==> config.mk <==
export PLATFORM = sky130hd
export DESIGN_NAME = uhf_reader_frame_deframer_core_flat
export DESIGN_NICKNAME = d
export VERILOG_FILES = /design/src/ufd_pkg.sv /design/src/ufd_req_if.sv /design/src/ufd_res_if.sv /design/src/uhf_reader_frame_deframer_core.sv /design/src/flat_wrapper.sv
export SDC_FILE = /design/constraint.sdc
export NUM_CORES = 1
export LEC_CHECK = 0
export ABC_AREA = 1
export BUFFER_PORTS_ARGS = -buffer_cell sky130_fd_sc_hd__buf_2
export CAP_MARGIN = 20
export CORE_MARGIN = 2
export CORE_UTILIZATION = 52
export DETAILED_ROUTE_END_ITERATION = 8
export PLACE_DENSITY = 0.7
export REMOVE_ABC_BUFFERS = 1
export SLEW_MARGIN = 10
export SYNTH_ARGS = -nofsm -noshare
export SYNTH_HDL_FRONTEND = slang
export SYNTH_SLANG_ARGS = --single-unit
==> constraint.sdc <==
create_clock -name clk_i -period 8.25 [get_ports clk_i]
set_clock_uncertainty 0.05 [all_clocks]
set_input_delay 1.2375 -clock clk_i [delete_from_list [all_inputs] [get_ports clk_i]]
set_output_delay 1.2375 -clock clk_i [all_outputs]
set_load 0.01 [all_outputs]
==> src/ufd_pkg.sv <==
`default_nettype none
package ufd_pkg;

  localparam int unsigned CfgW  = 16;
  localparam int unsigned CfgIdxW = 1;

  localparam logic [7:0]  HDR_BYTE  = 8'hBB;
  localparam logic [7:0]  END_BYTE  = 8'h7E;
  localparam logic [15:0] MIN_FRAME = 16'd7;

  localparam logic [CfgIdxW-1:0] CFG_MAX_LEN = 1'b0;
  localparam logic [CfgIdxW-1:0] CFG_TIMEOUT = 1'b1;

  localparam logic [15:0] MAX_LEN_RST = 16'd128;
  localparam logic [15:0] TIMEOUT_RST = 16'd40;

  typedef enum logic [2:0] {
    ST_OK     = 3'd0,
    ST_BADEND = 3'd1,
    ST_BADSUM = 3'd2,
    ST_OVF    = 3'd3,
    ST_TMO    = 3'd4
  } status_e;

  typedef struct packed {
    logic        kind;
    logic [7:0]  data;
    logic [15:0] idx;
    logic [7:0]  ftype;
    logic [7:0]  cmd;
    logic [15:0] len;
    status_e     status;
  } res_t;

endpackage
`default_nettype wire

==> src/ufd_req_if.sv <==
`default_nettype none
interface ufd_req_if;
  logic       valid;
  logic       ready;
  logic       req_type;
  logic [7:0] rx_byte;

  modport source (output valid, output req_type, output rx_byte, input ready);
  modport sink   (input valid, input req_type, input rx_byte, output ready);
endinterface
`default_nettype wire

==> src/ufd_res_if.sv <==
`default_nettype none
interface ufd_res_if;
  logic        valid;
  logic        ready;
  logic        result_kind;
  logic [7:0]  payload_byte;
  logic [15:0] payload_index;
  logic [7:0]  frame_type;
  logic [7:0]  command_code;
  logic [15:0] payload_len;
  logic [2:0]  frame_status;

  modport source (output valid, output result_kind, output payload_byte,
                  output payload_index, output frame_type, output command_code,
                  output payload_len, output frame_status, input ready);
  modport sink   (input valid, input result_kind, input payload_byte,
                  input payload_index, input frame_type, input command_code,
                  input payload_len, input frame_status, output ready);
endinterface
`default_nettype wire

==> src/uhf_reader_frame_deframer_core.sv <==
`default_nettype none
// Channel  | Dir | Handshake       | Payload
// ---------+-----+-----------------+------------------------------------------
// req_i    | in  | valid/ready     | req_type, rx_byte
// res_o    | out | valid/ready     | result_kind, payload_byte, payload_index,
//          |     |                 | frame_type, command_code, payload_len,
//          |     |                 | frame_status
// cfg      | in  | cfg_we_i        | cfg_idx_i, cfg_data_i
//
// One beat is taken per cycle while req_i.ready is high; the frame state
// advances in that same cycle; a result is registered into the output or skid.
// A two-entry output buffer (output register plus skid) lets input beats keep
// flowing while a result waits; req_i.ready drops only when both are full.
// Reset puts the parser in header hunt with max_frame_len 128, timeout 40.
module uhf_reader_frame_deframer_core (
  input  wire                          clk_i,
  input  wire                          rst_ni,
  input  wire                          cfg_we_i,
  input  wire [ufd_pkg::CfgIdxW-1:0]   cfg_idx_i,
  input  wire [ufd_pkg::CfgW-1:0]      cfg_data_i,
  ufd_req_if.sink                      req_i,
  ufd_res_if.source                    res_o
);

  localparam logic [2:0] PH_HUNT    = 3'd0;
  localparam logic [2:0] PH_TYPE    = 3'd1;
  localparam logic [2:0] PH_CMD     = 3'd2;
  localparam logic [2:0] PH_LENHI   = 3'd3;
  localparam logic [2:0] PH_LENLO   = 3'd4;
  localparam logic [2:0] PH_PAYLOAD = 3'd5;
  localparam logic [2:0] PH_CSUM    = 3'd6;
  localparam logic [2:0] PH_END     = 3'd7;

  logic [15:0] max_len_q, timeout_q;

  logic [2:0]  phase_q, phase_d;
  logic [15:0] byte_cnt_q, byte_cnt_d;
  logic [15:0] len_q, len_d;
  logic [7:0]  sum_q, sum_d;
  logic [7:0]  type_q, type_d;
  logic [7:0]  cmd_q, cmd_d;
  logic        sum_ok_q, sum_ok_d;
  logic [15:0] elapsed_q, elapsed_d;

  logic            out_vld_q, skid_vld_q;
  ufd_pkg::res_t   out_q, skid_q, res;
  logic            gen;
  logic            do_clear;
  logic            in_acc, out_take;

  logic [16:0] count;
  logic [15:0] cap;
  logic [15:0] idx;
  logic [16:0] idx_p1;
  logic [15:0] elapsed_inc;
  logic [15:0] len_lo;
  logic [7:0]  b;

  assign req_i.ready = !skid_vld_q;
  assign in_acc      = req_i.valid && req_i.ready;
  assign out_take    = out_vld_q && res_o.ready;

  assign b           = req_i.rx_byte;
  assign count       = {1'b0, byte_cnt_q} + 17'd1;
  assign cap         = (max_len_q < ufd_pkg::MIN_FRAME) ? ufd_pkg::MIN_FRAME : max_len_q;
  assign idx         = 16'(count - 17'd6);
  assign idx_p1      = {1'b0, idx} + 17'd1;
  assign elapsed_inc = (elapsed_q != 16'hFFFF) ? elapsed_q + 16'd1 : elapsed_q;
  assign len_lo      = {len_q[15:8], b};

  always_comb begin
    phase_d    = phase_q;
    byte_cnt_d = byte_cnt_q;
    len_d      = len_q;
    sum_d      = sum_q;
    type_d     = type_q;
    cmd_d      = cmd_q;
    sum_ok_d   = sum_ok_q;
    elapsed_d  = elapsed_q;
    gen        = 1'b0;
    do_clear   = 1'b0;
    res        = '{kind: 1'b1, data: 8'd0, idx: 16'd0, ftype: type_q, cmd: cmd_q,
                   len: len_q, status: ufd_pkg::ST_OK};

    if (req_i.req_type) begin
      // tick: only counts once a header has been seen
      if (phase_q != PH_HUNT) begin
        elapsed_d = elapsed_inc;
        if (elapsed_inc >= timeout_q) begin
          gen        = 1'b1;
          do_clear   = 1'b1;
          res.status = ufd_pkg::ST_TMO;
        end
      end
    end else if (phase_q == PH_HUNT) begin
      if (b == ufd_pkg::HDR_BYTE) begin
        phase_d    = PH_TYPE;
        byte_cnt_d = 16'd1;
      end
    end else if (phase_q == PH_END) begin
      gen      = 1'b1;
      do_clear = 1'b1;
      if (b != ufd_pkg::END_BYTE) begin
        res.status = ufd_pkg::ST_BADEND;
      end else begin
        res.status = sum_ok_q ? ufd_pkg::ST_OK : ufd_pkg::ST_BADSUM;
      end
    end else if (count >= {1'b0, cap}) begin
      gen        = 1'b1;
      do_clear   = 1'b1;
      res.status = ufd_pkg::ST_OVF;
    end else begin
      byte_cnt_d = count[15:0];
      sum_d      = sum_q + b;
      unique case (phase_q)
        PH_TYPE: begin
          type_d  = b;
          phase_d = PH_CMD;
        end
        PH_CMD: begin
          cmd_d   = b;
          phase_d = PH_LENHI;
        end
        PH_LENHI: begin
          len_d   = {b, 8'd0};
          phase_d = PH_LENLO;
        end
        PH_LENLO: begin
          len_d   = len_lo;
          phase_d = (len_lo == 16'd0) ? PH_CSUM : PH_PAYLOAD;
        end
        PH_PAYLOAD: begin
          if (idx_p1 >= {1'b0, len_q}) begin
            phase_d = PH_CSUM;
          end
          gen      = 1'b1;
          res.kind = 1'b0;
          res.data = b;
          res.idx  = idx;
        end
        default: begin
          // checksum byte: no sum update
          sum_d    = sum_q;
          sum_ok_d = (sum_q == b);
          phase_d  = PH_END;
        end
      endcase
    end

    if (do_clear) begin
      phase_d    = PH_HUNT;
      byte_cnt_d = '0;
      len_d      = '0;
      sum_d      = '0;
      type_d     = '0;
      cmd_d      = '0;
      sum_ok_d   = 1'b0;
      elapsed_d  = '0;
    end
  end

  always_ff @(posedge clk_i or negedge rst_ni) begin
    if (!rst_ni) begin
      max_len_q <= ufd_pkg::MAX_LEN_RST;
      timeout_q <= ufd_pkg::TIMEOUT_RST;
    end else if (cfg_we_i) begin
      if (cfg_idx_i == ufd_pkg::CFG_MAX_LEN) begin
        max_len_q <= cfg_data_i;
      end else if (cfg_idx_i == ufd_pkg::CFG_TIMEOUT) begin
        timeout_q <= cfg_data_i;
      end
    end
  end

  always_ff @(posedge clk_i or negedge rst_ni) begin
    if (!rst_ni) begin
      phase_q    <= PH_HUNT;
      byte_cnt_q <= '0;
      len_q      <= '0;
      sum_q      <= '0;
      type_q     <= '0;
      cmd_q      <= '0;
      sum_ok_q   <= 1'b0;
      elapsed_q  <= '0;
    end else if (in_acc) begin
      phase_q    <= phase_d;
      byte_cnt_q <= byte_cnt_d;
      len_q      <= len_d;
      sum_q      <= sum_d;
      type_q     <= type_d;
      cmd_q      <= cmd_d;
      sum_ok_q   <= sum_ok_d;
      elapsed_q  <= elapsed_d;
    end
  end

  // output register plus skid: control
  always_ff @(posedge clk_i or negedge rst_ni) begin
    if (!rst_ni) begin
      out_vld_q  <= 1'b0;
      skid_vld_q <= 1'b0;
    end else if (skid_vld_q) begin
      if (out_take) begin
        skid_vld_q <= 1'b0;
      end
    end else if (in_acc && gen) begin
      if (out_vld_q && !out_take) begin
        skid_vld_q <= 1'b1;
      end else begin
        out_vld_q <= 1'b1;
      end
    end else if (out_take) begin
      out_vld_q <= 1'b0;
    end
  end

  // output register plus skid: payload
  always_ff @(posedge clk_i) begin
    if (skid_vld_q) begin
      if (out_take) begin
        out_q <= skid_q;
      end
    end else if (in_acc && gen) begin
      if (out_vld_q && !out_take) begin
        skid_q <= res;
      end else begin
        out_q <= res;
      end
    end
  end

  assign res_o.valid         = out_vld_q;
  assign res_o.result_kind   = out_q.kind;
  assign res_o.payload_byte  = out_q.data;
  assign res_o.payload_index = out_q.idx;
  assign res_o.frame_type    = out_q.ftype;
  assign res_o.command_code  = out_q.cmd;
  assign res_o.payload_len   = out_q.len;
  assign res_o.frame_status  = out_q.status;

  a_skid_behind_out: assert property (@(posedge clk_i) disable iff (!rst_ni)
    skid_vld_q |-> out_vld_q)
    else $error("skid holds a beat while output register is empty");

  a_skid_fill: assert property (@(posedge clk_i) disable iff (!rst_ni)
    in_acc && gen && out_vld_q && !res_o.ready |=> skid_vld_q)
    else $error("result dropped while output stalled");

  a_hunt_clean: assert property (@(posedge clk_i) disable iff (!rst_ni)
    phase_q == PH_HUNT |-> (byte_cnt_q == 16'd0 && elapsed_q == 16'd0))
    else $error("frame state not cleared while hunting");

  a_payload_ok: assert property (@(posedge clk_i) disable iff (!rst_ni)
    res_o.valid && !res_o.result_kind |-> res_o.frame_status == ufd_pkg::ST_OK)
    else $error("payload beat carries a non-ok status");

  a_status_range: assert property (@(posedge clk_i) disable iff (!rst_ni)
    res_o.valid |-> res_o.frame_status <= ufd_pkg::ST_TMO)
    else $error("frame status out of range");

endmodule
`default_nettype wire
==> src/flat_wrapper.sv <==
// flat-port wrapper written by rule: the top's interface ports become plain ports
module uhf_reader_frame_deframer_core_flat 
  (clk_i, rst_ni, cfg_we_i, cfg_idx_i, cfg_data_i, req_i_valid, req_i_req_type, req_i_rx_byte, req_i_ready, res_o_valid, res_o_result_kind, res_o_payload_byte, res_o_payload_index, res_o_frame_type, res_o_command_code, res_o_payload_len, res_o_frame_status, res_o_ready);
  ufd_req_if req_i_i ();
  ufd_res_if res_o_i ();
  input  wire clk_i;
  input  wire rst_ni;
  input  wire cfg_we_i;
  input  wire [ufd_pkg::CfgIdxW-1:0] cfg_idx_i;
  input  wire [ufd_pkg::CfgW-1:0] cfg_data_i;
  input wire logic [$bits(req_i_i.valid)-1:0] req_i_valid;
  input wire logic [$bits(req_i_i.req_type)-1:0] req_i_req_type;
  input wire logic [$bits(req_i_i.rx_byte)-1:0] req_i_rx_byte;
  output wire logic [$bits(req_i_i.ready)-1:0] req_i_ready;
  output wire logic [$bits(res_o_i.valid)-1:0] res_o_valid;
  output wire logic [$bits(res_o_i.result_kind)-1:0] res_o_result_kind;
  output wire logic [$bits(res_o_i.payload_byte)-1:0] res_o_payload_byte;
  output wire logic [$bits(res_o_i.payload_index)-1:0] res_o_payload_index;
  output wire logic [$bits(res_o_i.frame_type)-1:0] res_o_frame_type;
  output wire logic [$bits(res_o_i.command_code)-1:0] res_o_command_code;
  output wire logic [$bits(res_o_i.payload_len)-1:0] res_o_payload_len;
  output wire logic [$bits(res_o_i.frame_status)-1:0] res_o_frame_status;
  input wire logic [$bits(res_o_i.ready)-1:0] res_o_ready;
  assign req_i_i.valid = req_i_valid;
  assign req_i_i.req_type = req_i_req_type;
  assign req_i_i.rx_byte = req_i_rx_byte;
  assign req_i_ready = req_i_i.ready;
  assign res_o_valid = res_o_i.valid;
  assign res_o_result_kind = res_o_i.result_kind;
  assign res_o_payload_byte = res_o_i.payload_byte;
  assign res_o_payload_index = res_o_i.payload_index;
  assign res_o_frame_type = res_o_i.frame_type;
  assign res_o_command_code = res_o_i.command_code;
  assign res_o_payload_len = res_o_i.payload_len;
  assign res_o_frame_status = res_o_i.frame_status;
  assign res_o_i.ready = res_o_ready;
  uhf_reader_frame_deframer_core u_core (.clk_i(clk_i), .rst_ni(rst_ni), .cfg_we_i(cfg_we_i), .cfg_idx_i(cfg_idx_i), .cfg_data_i(cfg_data_i), .req_i(req_i_i), .res_o(res_o_i));
endmodule
[Word level (Yosys, flattened, before mapping)]
Index checks and enable logic that the tools add are counted.
Storage, ports and cells
  flip-flop bits (word level): 230
  bits of input ports: 31
Cells by class
  bitwise operators: 2
  $add $sub $neg: 5
  equality and inequality tests: 23
  $lt $le $gt $ge: 4
  multiplexer cells: 85
  reductions and logical operators: 33
Operators by type and width (count)
  2-to-1 mux 16 bit: 16
  2-to-1 mux 60 bit: 4
  2-to-1 mux 8 bit: 18
  2-to-1 mux 25 bit: 5
  2-to-1 mux 3 bit: 13
  AND reduction 6 bit: 6
  adder 16 x 1 -> 17 bit (second input constant): 2
  >= comparator 17 x 16 -> 1 bit: 2
  case mux 16 bit (2 select lines): 1
  2-to-1 mux 1 bit: 24
  adder 16 x 1 -> 16 bit (second input constant): 1
  >= comparator 16 bit: 1
  logical NOT 16 bit: 1
  less-than comparator 16 x 3 -> 1 bit (second input constant): 1
  inequality test 16 bit (second input constant): 1
  nonzero test 2 bit: 8
  subtractor 16 x 3 -> 16 bit (second input constant): 1
  case mux 3 bit (5 select lines): 1
  inequality test 2 x 1 -> 1 bit (second input constant): 7
  AND reduction 3 bit: 4
  equality test 3 bit (second input constant): 3
  adder 8 bit: 1
  equality test 8 bit: 1
  equality test 8 bit (second input constant): 1
  other kinds (17): 29

[Depth between registers and ports, before layout]
Gate-level depths: netlist of run 1.
  word-level depth: 11
  depth in mapped cells: 31
  mapped depth without buffers: 31

[Least setup slack after synthesis of run 1]
OpenSTA, ideal clock, no wires.
  path type: register to register
  start: register u_core.elapsed_q[0]
  end: register u_core.out_q, in the netlist u_core.res_o.command_code[0], enable pin
  period minus slack after synthesis: 6453 ps
  library setup time: 498 ps
  cell stages (with the launch flop): 25
  arrival time: 5905 ps
  setup slack: 1797 ps
  data required time: 7702 ps
  path buffers: 0
  cells stage by stage: dfrtp_1 ha_1 inv_1 nor3_1 nand3_1 inv_1 nand3_1 nor2_1 inv_1 nand2_1 nor2_1 xor2_1 ha_1 nand2_1 nor2_1 nand2_1 o211ai_1 nand2_1 nand3_1 nand2_1 nand2_1 nand3_1 inv_1 o21ai_0 a21oi_1
On the way
  word-level cells in the longest chain between the ends: 9
  elaborated cells between the ends (all ways): 10
  classes of those cells: add/sub (1); order compare (1); eq/ne (1); mux (4); reduce/logical (3)
RTL lines
  from (decl): RTL line uhf_reader_frame_deframer_core.sv:43  | logic [15:0] elapsed_q, elapsed_d;
  from (signal assigned): RTL line uhf_reader_frame_deframer_core.sv:193  | elapsed_q <= elapsed_d;
  adder 16 x 1 -> 16 bit or inequality test 16 bit (tied branches): RTL line uhf_reader_frame_deframer_core.sv:68  | assign elapsed_inc = (elapsed_q != 16'hFFFF) ? elapsed_q + 16'd1 : elapsed_q;
  2-to-1 mux 16 bit *: RTL line uhf_reader_frame_deframer_core.sv:68
  >= comparator 16 bit *: RTL line uhf_reader_frame_deframer_core.sv:89  | if (elapsed_inc >= timeout_q) begin
  2-to-1 mux 1 bit *: RTL line uhf_reader_frame_deframer_core.sv:89
  2-to-1 mux 1 bit *: RTL line uhf_reader_frame_deframer_core.sv:87  | if (phase_q != PH_HUNT) begin
  2-to-1 mux 1 bit *: RTL line uhf_reader_frame_deframer_core.sv:85  | if (req_i.req_type) begin
  logical AND 1 bit *: RTL line uhf_reader_frame_deframer_core.sv:223  | end else if (in_acc && gen) begin
  nonzero test 2 bit (no line) *
  AND reduction 3 bit (no line) *
  to (signal assigned): RTL line uhf_reader_frame_deframer_core.sv:221  | out_q <= skid_q;
  to (signal assigned): RTL line uhf_reader_frame_deframer_core.sv:227  | out_q <= res;
  to (decl): RTL line uhf_reader_frame_deframer_core.sv:46  | ufd_pkg::res_t out_q, skid_q, res;
Every way passes the cells marked *; elsewhere a longest branch is shown, timed or not.
A chain may end at the register's enable or synchronous reset.

[Final worst setup path of run 1]
  start: register u_core.elapsed_q[1]
  end: register u_core.skid_q[35] in the netlist's numbering, enable pin
On the way
  word-level cells in the longest chain between the ends: 8
  elaborated cells between the ends (all ways): 9
  classes of those cells: add/sub (1); order compare (1); eq/ne (1); mux (4); reduce/logical (2)
RTL lines
  adder 16 x 1 -> 16 bit or inequality test 16 bit (tied branches): RTL line uhf_reader_frame_deframer_core.sv:68
  2-to-1 mux 16 bit *: RTL line uhf_reader_frame_deframer_core.sv:68
  >= comparator 16 bit *: RTL line uhf_reader_frame_deframer_core.sv:89
  2-to-1 mux 1 bit *: RTL line uhf_reader_frame_deframer_core.sv:89
  2-to-1 mux 1 bit *: RTL line uhf_reader_frame_deframer_core.sv:87
  2-to-1 mux 1 bit *: RTL line uhf_reader_frame_deframer_core.sv:85
  logical AND 1 bit *: RTL line uhf_reader_frame_deframer_core.sv:223
  AND reduction 3 bit (no line) *
  to (signal assigned): RTL line uhf_reader_frame_deframer_core.sv:225  | skid_q <= res;
  to (decl): RTL line uhf_reader_frame_deframer_core.sv:46
Marks and branches as above.

==> results of run 1 <==
## flip-flops by register name, indices dropped and copies added (netlist names), 3 cells and up
name                        flops
u_core.cmd_q                    8
u_core.phase_q                  3
u_core.byte_cnt_q              16
u_core.res_o.payload_index     16
u_core.type_q                   8
u_core.max_len_q               16
u_core.timeout_q               16
u_core.res_o.payload_len       16
u_core.skid_q                  60
u_core.res_o.frame_type         8
u_core.len_q                   16
u_core.sum_q                    8
u_core.res_o.payload_byte       8
u_core.res_o.frame_status       3
u_core.elapsed_q               16
u_core.res_o.command_code       8
## power by group
group	leakage [nW]	total, mW	switching [mW]	internal, mW
Combinational	3.67	2.24	1.47	0.772
Clock	0.432	1.15	0.472	0.678
Sequential	2.57	1.67	0.177	1.49
## layout make-up
class / instances / area (µm²)
diodes: 1 / 2.50
repair buffers: 99 / 523
flip-flops and latches: 230 / 6360
clock inverters: 11 / 113
inverters: 198 / 743
fillers: 2013 / 9420
clock buffers: 35 / 754
well taps: 319 / 399
multi-input cells: 949 / 5150
## path summary, 6_finish.rpt
kind | from | end | slack (ns)
min | u_core.cmd_q[4] | u_core.skid_q[23] | 0.42
min reg2reg | u_core.cmd_q[4] | u_core.skid_q[23] | 0.42
max reg2reg | u_core.elapsed_q[1] | u_core.skid_q[35] | 3.12
max | u_core.elapsed_q[1] | u_core.skid_q[35] | 3.12
min in group asynchronous | rst_ni | u_core.sum_q[3] | 0.61
max in group asynchronous | rst_ni | u_core.skid_vld_q | 6.14
## layout by cell type (no fill, tap or decap), types with 2 or more instances in the layout
cell,instances
clkbuf_8,7
nor2_2,5
clkbuf_1,2
ha_1,55
nand4_1,21
o21bai_1,4
nor3_1,12
nand3_2,8
nand3b_1,4
a31oi_1,4
o21ai_2,29
o21ai_1,40
edfxtp_1,120
buf_2,91
dfstp_2,3
a21oi_1,27
nand3_1,73
o21ai_0,88
buf_4,7
clkinv_2,4
dfrtp_1,106
nand2_2,21
xnor2_1,7
or2_2,4
o21ai_4,2
nand2_4,6
nor4_1,12
nor2_1,65
nor2_4,5
inv_2,4
o211ai_1,4
inv_1,193
clkbuf_16,26
and3_1,2
xor2_1,28
o31ai_1,2
nand2_1,408
## routing by layer
metal,wire (µm),global-route usage,vias to the layer above
met5,13,0,-
met4,848,0.0764,2
met3,1300,0.0308,59
met2,12600,0.374,232
met1,12100,0.294,4388
li1,-,-,4837
## kinds of logic after synthesis
group	count (synthesis)	synth area share
and+or+nand+nor	652	0.234
buffers and inverters	236	0.0758
DFF	230	0.511
AOI/OAI and AO/OA	206	0.0971
adders and majority gates	56	0.0569
xor gates and xnor gates	35	0.0247
## metrics by stage
| stage | power (mW) | area, µm² | util |
|---|---|---|---|
| floorplan | 3.33 | 12200 | - |
| global placement | 3.87 | 13200 | 0.561 |
| detailed placement | 3.92 | 13200 | 0.561 |
| CTS | 5.08 | 14000 | 0.598 |
| global route | 5.49 | 14000 | 0.599 |
| finish | 5.06 | 14100 | 0.599 |
==> results.yml, run 1 <==
detailed_routing:
  route.vias.total: 9518
  ant_nets: 0
  routed_wl_um: 26900
  drt_iter0_markers: 519
  detail_route.wl_per_cell_um: 14.6
  viasPerCell: 5.17
  firstDrtPassIters: 6
  drc: 0
die:
  die_w_um: 159
  ioPinCount: 93
  die_area_mm2: 0.0252
  start_util: 0.530
  die_y_um: 159
  rows: 56
  core-area_mm2: 0.0235
timing:
  final-hold-violation-count: 0
  fin_crit_sh: 0.622
  timing.final.crit_period_ns: 5.13
  hold_slack_ns: 0.424
  rsz0062_at_grt: "false"
  tightestPinTransition_ns: 0.964
  slew_headroom: 0.357
  setup_ws_ns: 3.12
  finalSetupTns_ns: 0
  drv_slew: 0
  setup_viol: 0
  max_freq_mhz: 195
logic_synthesis:
  synth_edf_count: 120
  yosysTopAreaCellShare: 0.290
  ys.flop_type: "edfxtp_1"
  yosysTopAreaCell: "edfxtp_1"
  yosys.cell_types.count: 49
  synth_most_common_cell: "nand2_1"
  async_flop_share: 0.478
  syn_inst: 1415
  synth.avg_cell_area_um2: 8.79
  ys_seq_elements: 230
  yosysSeqAreaShare: 0.511
  netlist_area_mm2: 0.0124
  yosys-top-cells-count: "nand2_1, inv_1, edfxtp_1"
  synth_area_leaders: "edfxtp_1, dfrtp_1, nand2_1"
  yosys_warnings: 0
worst_setup_path:
  end_kind: "flip-flop"
  path_buf_inv: 5
  critPathSlowestCell: "buf_4"
  required_ns: 8.38
  reg2reg_depth: 25
  crit_arrival_ns: 5.26
  cp_num_cells: 25
  cpMostUsedCell: "nand2_1"
  cp_max_fo: 44
  path_class: "flip-flop to flip-flop"
  cp_top_family: "simple AND/OR/NAND/NOR gates"
  critPathLaunchType: "flip-flop"
  slowest_delay_ns: 0.57
clock_tree:
  clock-sinks: 230
  cts_made_buffers: 25
  root_buffer: "clkbuf_16"
  worstSkewPairLatency_ns: 0.55
  htreeDepth: 1
  postCtsSetupBuffers: 0
  cts.repair.resized: 0
  cts_tree: "done"
  clockBufferDepth: 3
  path_clk_slew_ns: 0.06
  cts_hold_buf: 0
worst_hold_path:
  min_path_type: "flip-flop to flip-flop"
  min_path_cells: 0
grt:
  gr-usage-all-layers: 0.221
  gr-total-overflow: 0
  grt_pass1_wl_um: 44500
  antenna_found_initial: 2
  first_global_vias: 9068
  grt_max_degree: 104
place:
  dp.cells: 1794
  dpl.hpwl_um: 19300
  gp_congestion: 0.979
  io_buffers: 92
  post-place-ws_ns: 3.13
pwr:
  p_leak_nw: 6.68
  power_density_mw_per_mm2: 360
  vdd_drop_max_v: 0.000193
cells_and_area:
  syn2layout_area_growth_pct: 13.0
  fin_cells: 1842
  drive_above_1_share: 0.155
  fin_nets: 1590
job:
  maxCapViolCount: 0
outcome:
  status: "completed"
Power figures use the tool's default switching activity.
==> run 2, diff against run 1 <==
--- a/config.mk
+++ b/config.mk
@@ -5,7 +5,7 @@
 export SDC_FILE = /design/constraint.sdc
 export NUM_CORES = 1
 export LEC_CHECK = 0
-export ABC_AREA = 1
+export ABC_AREA = 0
 export BUFFER_PORTS_ARGS = -buffer_cell sky130_fd_sc_hd__buf_2
 export CAP_MARGIN = 20
 export CORE_MARGIN = 2
==> constraint.sdc (replaced) <==
create_clock -name clk_i -period 4.9 [get_ports clk_i]
set_clock_uncertainty 0.05 [all_clocks]
set_input_delay 0.735 -clock clk_i [delete_from_list [all_inputs] [get_ports clk_i]]
set_output_delay 0.735 -clock clk_i [all_outputs]
set_load 0.01 [all_outputs]
==> run 2 against run 1 <==
Net effect:
- sequential share of layout area fell by 2.0 points
- via count decreased by 2.5%
- critical path depth is 7 lower
- total power is 50% higher
- final cell count is 13% lower
- worst setup slack worse by 2.8 ns
- non-clock buffer count rose by 70
- synthesized cell count shrank 21%
- combinational power is 30% higher
- area after synthesis grew 0.23%
- maximum frequency is 11% higher
- global-route usage increased by 1.6 points
==> results.yml, run 2 <==
outcome:
  status: "completed"
timing:
  slew_headroom: 0.460
  setup_viol: 0
  final-hold-violation-count: 0
  max_freq_mhz: 216
  hold_slack_ns: 0.132
  drv_slew: 0
  tightestPinTransition_ns: 0.810
  fin_crit_sh: 0.944
  finalSetupTns_ns: 0
  timing.final.crit_period_ns: 4.63
die:
  core-area_mm2: 0.0235
  start_util: 0.531
  die_area_mm2: 0.0252
  die_w_um: 159
  die_y_um: 159
  ioPinCount: 93
  rows: 56
worst_hold_path:
  min_path_type: "input port to asynchronous set/reset pin"
worst_setup_path:
  r2r-end: "u_core.phase_q[0]"
  cp_max_fo: 10
  end_kind: "flip-flop"
  cpMostUsedCell: "nor3_1"
  rr_startpoint: "u_core.byte_cnt_q[0]"
  required_ns: 5.26
  path_buf_inv: 1
  cp_cell_sequence: "buf_4 -> and4_2 -> a2bb2oi_1 -> or2_2 -> a2111oi_4 -> or4b_1 -> o31a_1 -> nor4_1 -> xnor2_1 -> ha_1 -> nand3_1 -> nor3_1 -> nor3_1 -> a21oi_1 -> nor2_1 -> nand4b_1 -> a22oi_2 -> mux2_2"
  critPathSlowestCell: "dfrtp_2"
  crit_arrival_ns: 4.99
  reg2reg_depth: 18
  cp_num_cells: 18
  regToRegSetupSlack_ns: 0.27
  slowest_delay_ns: 0.46
  cp_top_family: "simple AND/OR/NAND/NOR gates"
  critPathLaunchType: "flip-flop"
  path_class: "flip-flop to flip-flop"
clock_tree:
  clock-sinks: 230
  path_clk_slew_ns: 0.06
  clockBufferDepth: 3
  cts_tree: "done"
  worstSkewPairLatency_ns: 0.53
  htreeDepth: 1
  cts_hold_buf: 0
  root_buffer: "clkbuf_16"
  cts_made_buffers: 24
detailed_routing:
  viasPerCell: 5.80
  ant_nets: 0
  detail_route.wl_per_cell_um: 18.9
  drc: 0
  drt_iter0_markers: 656
  firstDrtPassIters: 4
  routed_wl_um: 30300
  route.vias.total: 9278
logic_synthesis:
  ys_seq_elements: 230
  yosys_warnings: 0
  yosysSeqAreaShare: 0.510
  synth.avg_cell_area_um2: 11.1
  syn_inst: 1122
  yosysTopAreaCell: "edfxtp_1"
  yosys.cell_types.count: 88
  netlist_area_mm2: 0.0125
  synth_area_leaders: "edfxtp_1, dfrtp_1, ha_1"
  yosysTopAreaCellShare: 0.289
  synth_edf_count: 120
  synth_most_common_cell: "edfxtp_1"
  ys.flop_type: "edfxtp_1"
  async_flop_share: 0.478
  yosys-top-cells-count: "edfxtp_1, dfrtp_1, nand2_1"
place:
  gp_congestion: 0.947
  dpl.hpwl_um: 21600
  io_buffers: 92
job:
  maxCapViolCount: 0
cells_and_area:
  syn2layout_area_growth_pct: 18.0
  final_cell_mix: "edfxtp_1, nand2_1, dfrtp_1"
  fin_nets: 1349
  n_fill_cell: 1875
  regMostFlops: "u_core.skid_q"
  num_antenna_cells: 0
  drive_above_1_share: 0.249
  mostFrequentLayoutCell: "edfxtp_1"
  largest_reg_flops: 60
pwr:
  p_int_mw: 4.86
  vdd_drop_max_v: 0.000412
  p_sw_frac: 0.358
  power_density_mw_per_mm2: 515
  clock_power_share: 0.257
  seqPwrFrac: 0.358
  p_switching_mw: 2.71
  p_leak_nw: 6.11
  p_comb_frac: 0.385
grt:
  first_global_vias: 8965
  gr-total-overflow: 0
  grt_max_degree: 78
  gr-usage-all-layers: 0.238
  grt_pass1_wl_um: 48600
  antenna_found_initial: 0
## run 2: cell count changes in the layout (fill, tap and decap cells not counted), sizes merged, moves of 11 or more
cell,change
a22o,+44
nand2,-334
inv,-132
mux2,+57
nor2,-16
nand3,-39
o31ai,+22
buf,+69
o21ai,-108
xnor2,+30
and2,+17
o211ai,+13
a21o,+11
## run 2: power groups by stage
stage / Clock [mW] / Combinational, mW / Sequential [mW]
after floorplan: 0 / 1.83 / 2.74
after global placement: 0 / 2.79 / 2.72
after detailed placement: 0 / 2.84 / 2.73
after CTS: 1.98 / 2.85 / 2.70
after global routing: 2.05 / 3.24 / 2.75
final: 1.94 / 2.92 / 2.71
## run 2: cell families (layout without fill, tap and decap cells)
family / Yosys count / in the layout / share of synthesized area
AOI/OAI and AO/OA: 249 / 249 / 0.148
muxes: 59 / 59 / 0.0531
DFF: 230 / 230 / 0.510
buffers and inverters: 124 / 282 / 0.0399
xor gates and xnor gates: 65 / 65 / 0.0490
adders and majority gates: 57 / 57 / 0.0576
and+or+nand+nor: 338 / 338 / 0.142
## run 2: what timing repair did
action,4_1_cts,5_1_grt
resized for setup,0,35
endpoints found under the setup margin,0,201
setup buffers,0,5
## run 2: worst max-delay path by stage
stage | from | end | slack (ns)
floorplan | u_core.elapsed_q[3] | u_core.skid_q[0] | -4.19
global placement | u_core.elapsed_q[6] | u_core.skid_q[36] | 0.15
detailed placement | u_core.byte_cnt_q[0] | u_core.phase_q[0] | 0.09
CTS | u_core.byte_cnt_q[0] | u_core.phase_q[0] | 0.06
global route | u_core.byte_cnt_q[1] | u_core.phase_q[0] | -0.007
finish | u_core.byte_cnt_q[0] | u_core.phase_q[0] | 0.27
## run 2: through the flow
step	util	std cells	total power [mW]	setup slack, ns	cell area (µm²)
floorplan	-	1067	4.57	-4.19	12200
global route	0.626	1599	8.05	-0.00733	14700
global placement	0.582	1549	5.51	0.150	13700
CTS	0.619	1593	7.53	0.0612	14500
finish	0.626	1599	7.57	0.274	14700
detailed placement	0.582	1549	5.57	0.0873	13700
## run 2: layout make-up
type	instances	area (µm²)	area share
clock buffers	34	688	0.0468
clock inverters	10	164	0.0111
inverters	69	259	0.0176
multi-input cells	768	5740	0.390
flip-flops and latches	230	6370	0.433
well taps	319	399	0.0271
repair buffers	169	1090	0.0742
## run 2: routing by layer
layer | track usage | wire [µm] | vias up
met5 | 0 | 0 | -
met4 | 0.0546 | 547 | 0
met3 | 0.0316 | 1510 | 39
met2 | 0.386 | 14400 | 262
met1 | 0.342 | 13800 | 4548
li1 | - | - | 4429
## run 2: worst register-to-register path, delay by kind of cell, from the launching register on
family	cells	cell delay (ns)
AO/OA/AOI/OAI	5	1.04
XOR/XNOR	1	0.17
adder cells (fa/ha/maj)	1	0.26
buffers and inverters	1	0.20
flip-flops	1	0.46
multiplexers	1	0.36
AND/OR/NAND/NOR	9	1.98
==> run 3, diff against run 2 <==
==> constraint.sdc (replaced) <==
create_clock -name clk_i -period 5 [get_ports clk_i]
set_clock_uncertainty 0.05 [all_clocks]
set_input_delay 0.75 -clock clk_i [delete_from_list [all_inputs] [get_ports clk_i]]
set_output_delay 0.75 -clock clk_i [all_outputs]
set_load 0.01 [all_outputs]
==> run 3 against run 2 <==
Net effect:
- total power shrank 5.1%
- routed wire length shrank 1.6%
- sequential cell count is the same
- combinational power shrank 3%
==> results.yml, run 3 (synthesized netlist as in run 2, its figures left out) <==
grt:
  antenna_found_initial: 0
  gr-total-overflow: 0
  gr-usage-all-layers: 0.233
  first_global_vias: 8773
  grt_max_degree: 79
  grt_pass1_wl_um: 47800
detailed_routing:
  route.vias.total: 9244
  ant_nets: 0
  firstDrtPassIters: 7
  detail_route.wl_per_cell_um: 18.6
  routed_wl_um: 29800
  drt_iter0_markers: 651
  drc: 0
  viasPerCell: 5.78
worst_setup_path:
  end_kind: "flip-flop"
  path_class: "flip-flop to flip-flop"
  required_ns: 5.16
  reg2reg_depth: 19
  critPathLaunchType: "flip-flop"
  crit_arrival_ns: 4.92
  cp_max_fo: 29
pwr:
  p_sw_frac: 0.361
  p_int_mw: 4.59
  power_density_mw_per_mm2: 493
  seqPwrFrac: 0.369
  p_leak_nw: 6.05
  p_comb_frac: 0.394
  vdd_drop_max_v: 0.000278
  p_switching_mw: 2.60
  clock_power_share: 0.237
timing:
  tightestPinTransition_ns: 0.781
  fin_crit_sh: 0.951
  drv_slew: 0
  setup_viol: 0
  slew_headroom: 0.480
  timing.final.crit_period_ns: 4.75
  max_freq_mhz: 210
  final-hold-violation-count: 0
die:
  die_area_mm2: 0.0252
  die_w_um: 159
  core-area_mm2: 0.0235
  die_y_um: 159
  rows: 56
  ioPinCount: 93
  start_util: 0.531
clock_tree:
  cts_tree: "done"
  cts_made_buffers: 24
  root_buffer: "clkbuf_16"
  worstSkewPairLatency_ns: 0.52
  htreeDepth: 1
  path_clk_slew_ns: 0.06
  clockBufferDepth: 3
  clock-sinks: 230
cells_and_area:
  largest_reg_flops: 60
  regMostFlops: "u_core.skid_q"
  n_fill_cell: 1909
  fin_area_mm2: 0.0146
  mostFrequentLayoutCell: "edfxtp_1"
  fin_nets: 1348
  syn2layout_area_growth_pct: 17.0
  fin_cells: 1598
  num_antenna_cells: 0
  final_cell_mix: "edfxtp_1, dfrtp_1, nand2_1"
  seq_area_mm2: 0.00636
  drive_above_1_share: 0.237
  multiInputGateArea_mm2: 0.00570
outcome:
  status: "completed"
place:
  io_buffers: 92
  gp_congestion: 0.902
  placed_cell_area_mm2: 0.0136
  dp.cells: 1544
  dpl.hpwl_um: 21200
job:
  maxCapViolCount: 0
worst_hold_path:
  min_path_type: "input port to asynchronous set/reset pin"
==> run 3: cell types whose count changed in the layout (fill, tap and decap cells not counted), sizes merged <==
cell | previous run | this run
buf | 168 | 167
clkbuf | 35 | 31
clkinvlp | 1 | 3
inv | 69 | 70
bufinv | 4 | 1
clkinv | 5 | 9
==> run 3: worst paths after layout <==
| kind | start | endpoint | slack, ns |
|---|---|---|---|
| max | u_core.elapsed_q[4] | u_core.skid_q[31] | 0.25 |
| min | rst_ni | u_core.elapsed_q[14] | 0.11 |
| max reg2reg | u_core.elapsed_q[4] | u_core.skid_q[31] | 0.25 |
| min reg2reg | u_core.cmd_q[6] | u_core.skid_q[25] | 0.43 |
| max in group asynchronous | rst_ni | u_core.len_q[3] | 3.99 |
| min in group clk_i | cfg_data_i[15] | u_core.max_len_q[15] | 0.41 |
==> run 3: metal layers <==
| layer | up-vias | wire, µm | global-route usage | part of all wire |
|---|---|---|---|---|
| met1 | 4497 | 13900 | 0.347 | 0.47 |
| met2 | 284 | 13900 | 0.366 | 0.47 |
| li1 | 4434 | - | - | - |
| met3 | 29 | 1580 | 0.0293 | 0.053 |
| met4 | 0 | 448 | 0.0509 | 0.015 |
| met5 | - | 0 | 0 | 0 |
==> run 3: per-stage QoR <==
step,TNS (ns),hold WS (ns),power (mW),setup WS [ns],utilization
2_1_floorplan,-400.89,0.394,4.48,-4.09,-
3_3_place_gp,0,0.413,5.36,0.214,0.580
3_5_place_dp,0,0.410,5.41,0.194,0.580
4_1_cts,0,0.395,7.14,0.146,0.613
5_1_grt,-3.65,0.116,7.68,-0.0964,0.621
6_report,0,0.107,7.19,0.247,0.621
==> run 3: critical path: stages, from the launching register on <==
cell and delay [ns]:
dfrtp_2 0.42, and4_1 0.24, nand4_1 0.20, nor4_2 0.29, buf_4 0.17, and2_1 0.19, nand4_1 0.21, nand4_1 0.22
buf_4 0.19, nor3_1 0.08, xnor2_1 0.16, ha_1 0.32, nand4_1 0.09, or3_1 0.35, o21ai_1 0.19, nand2_1 0.11
a21o_1 0.26, nor3b_4 0.27, buf_4 0.22, buf_12 0.21
==> run 3: what timing repair did <==
item | in CTS | in global routing
endpoints found under the setup margin | 0 | 157
hold buffers | 0 | 0
gates resized for setup | 0 | 21
buffers inserted | 0 | 7
==> run 3: area by class of cell <==
type,count,area share
Tap cell,319,0.0274
Sequential cell,230,0.437
Timing Repair Buffer,168,0.0754
Clock inverter,14,0.00747
Clock buffer,30,0.0448
Inverter,69,0.0178
Multi-Input combinational cell,768,0.391
==> run 3: power groups by stage <==
stage                     clock network (mW)  logic [mW]  registers (mW)
after CTS                               1.74        2.76            2.64
final                                   1.71        2.83            2.65
after floorplan                            0        1.79            2.68
after global routing                    1.81        3.17            2.69
after global placement                     0        2.70            2.67
after detailed placement                   0        2.74            2.68
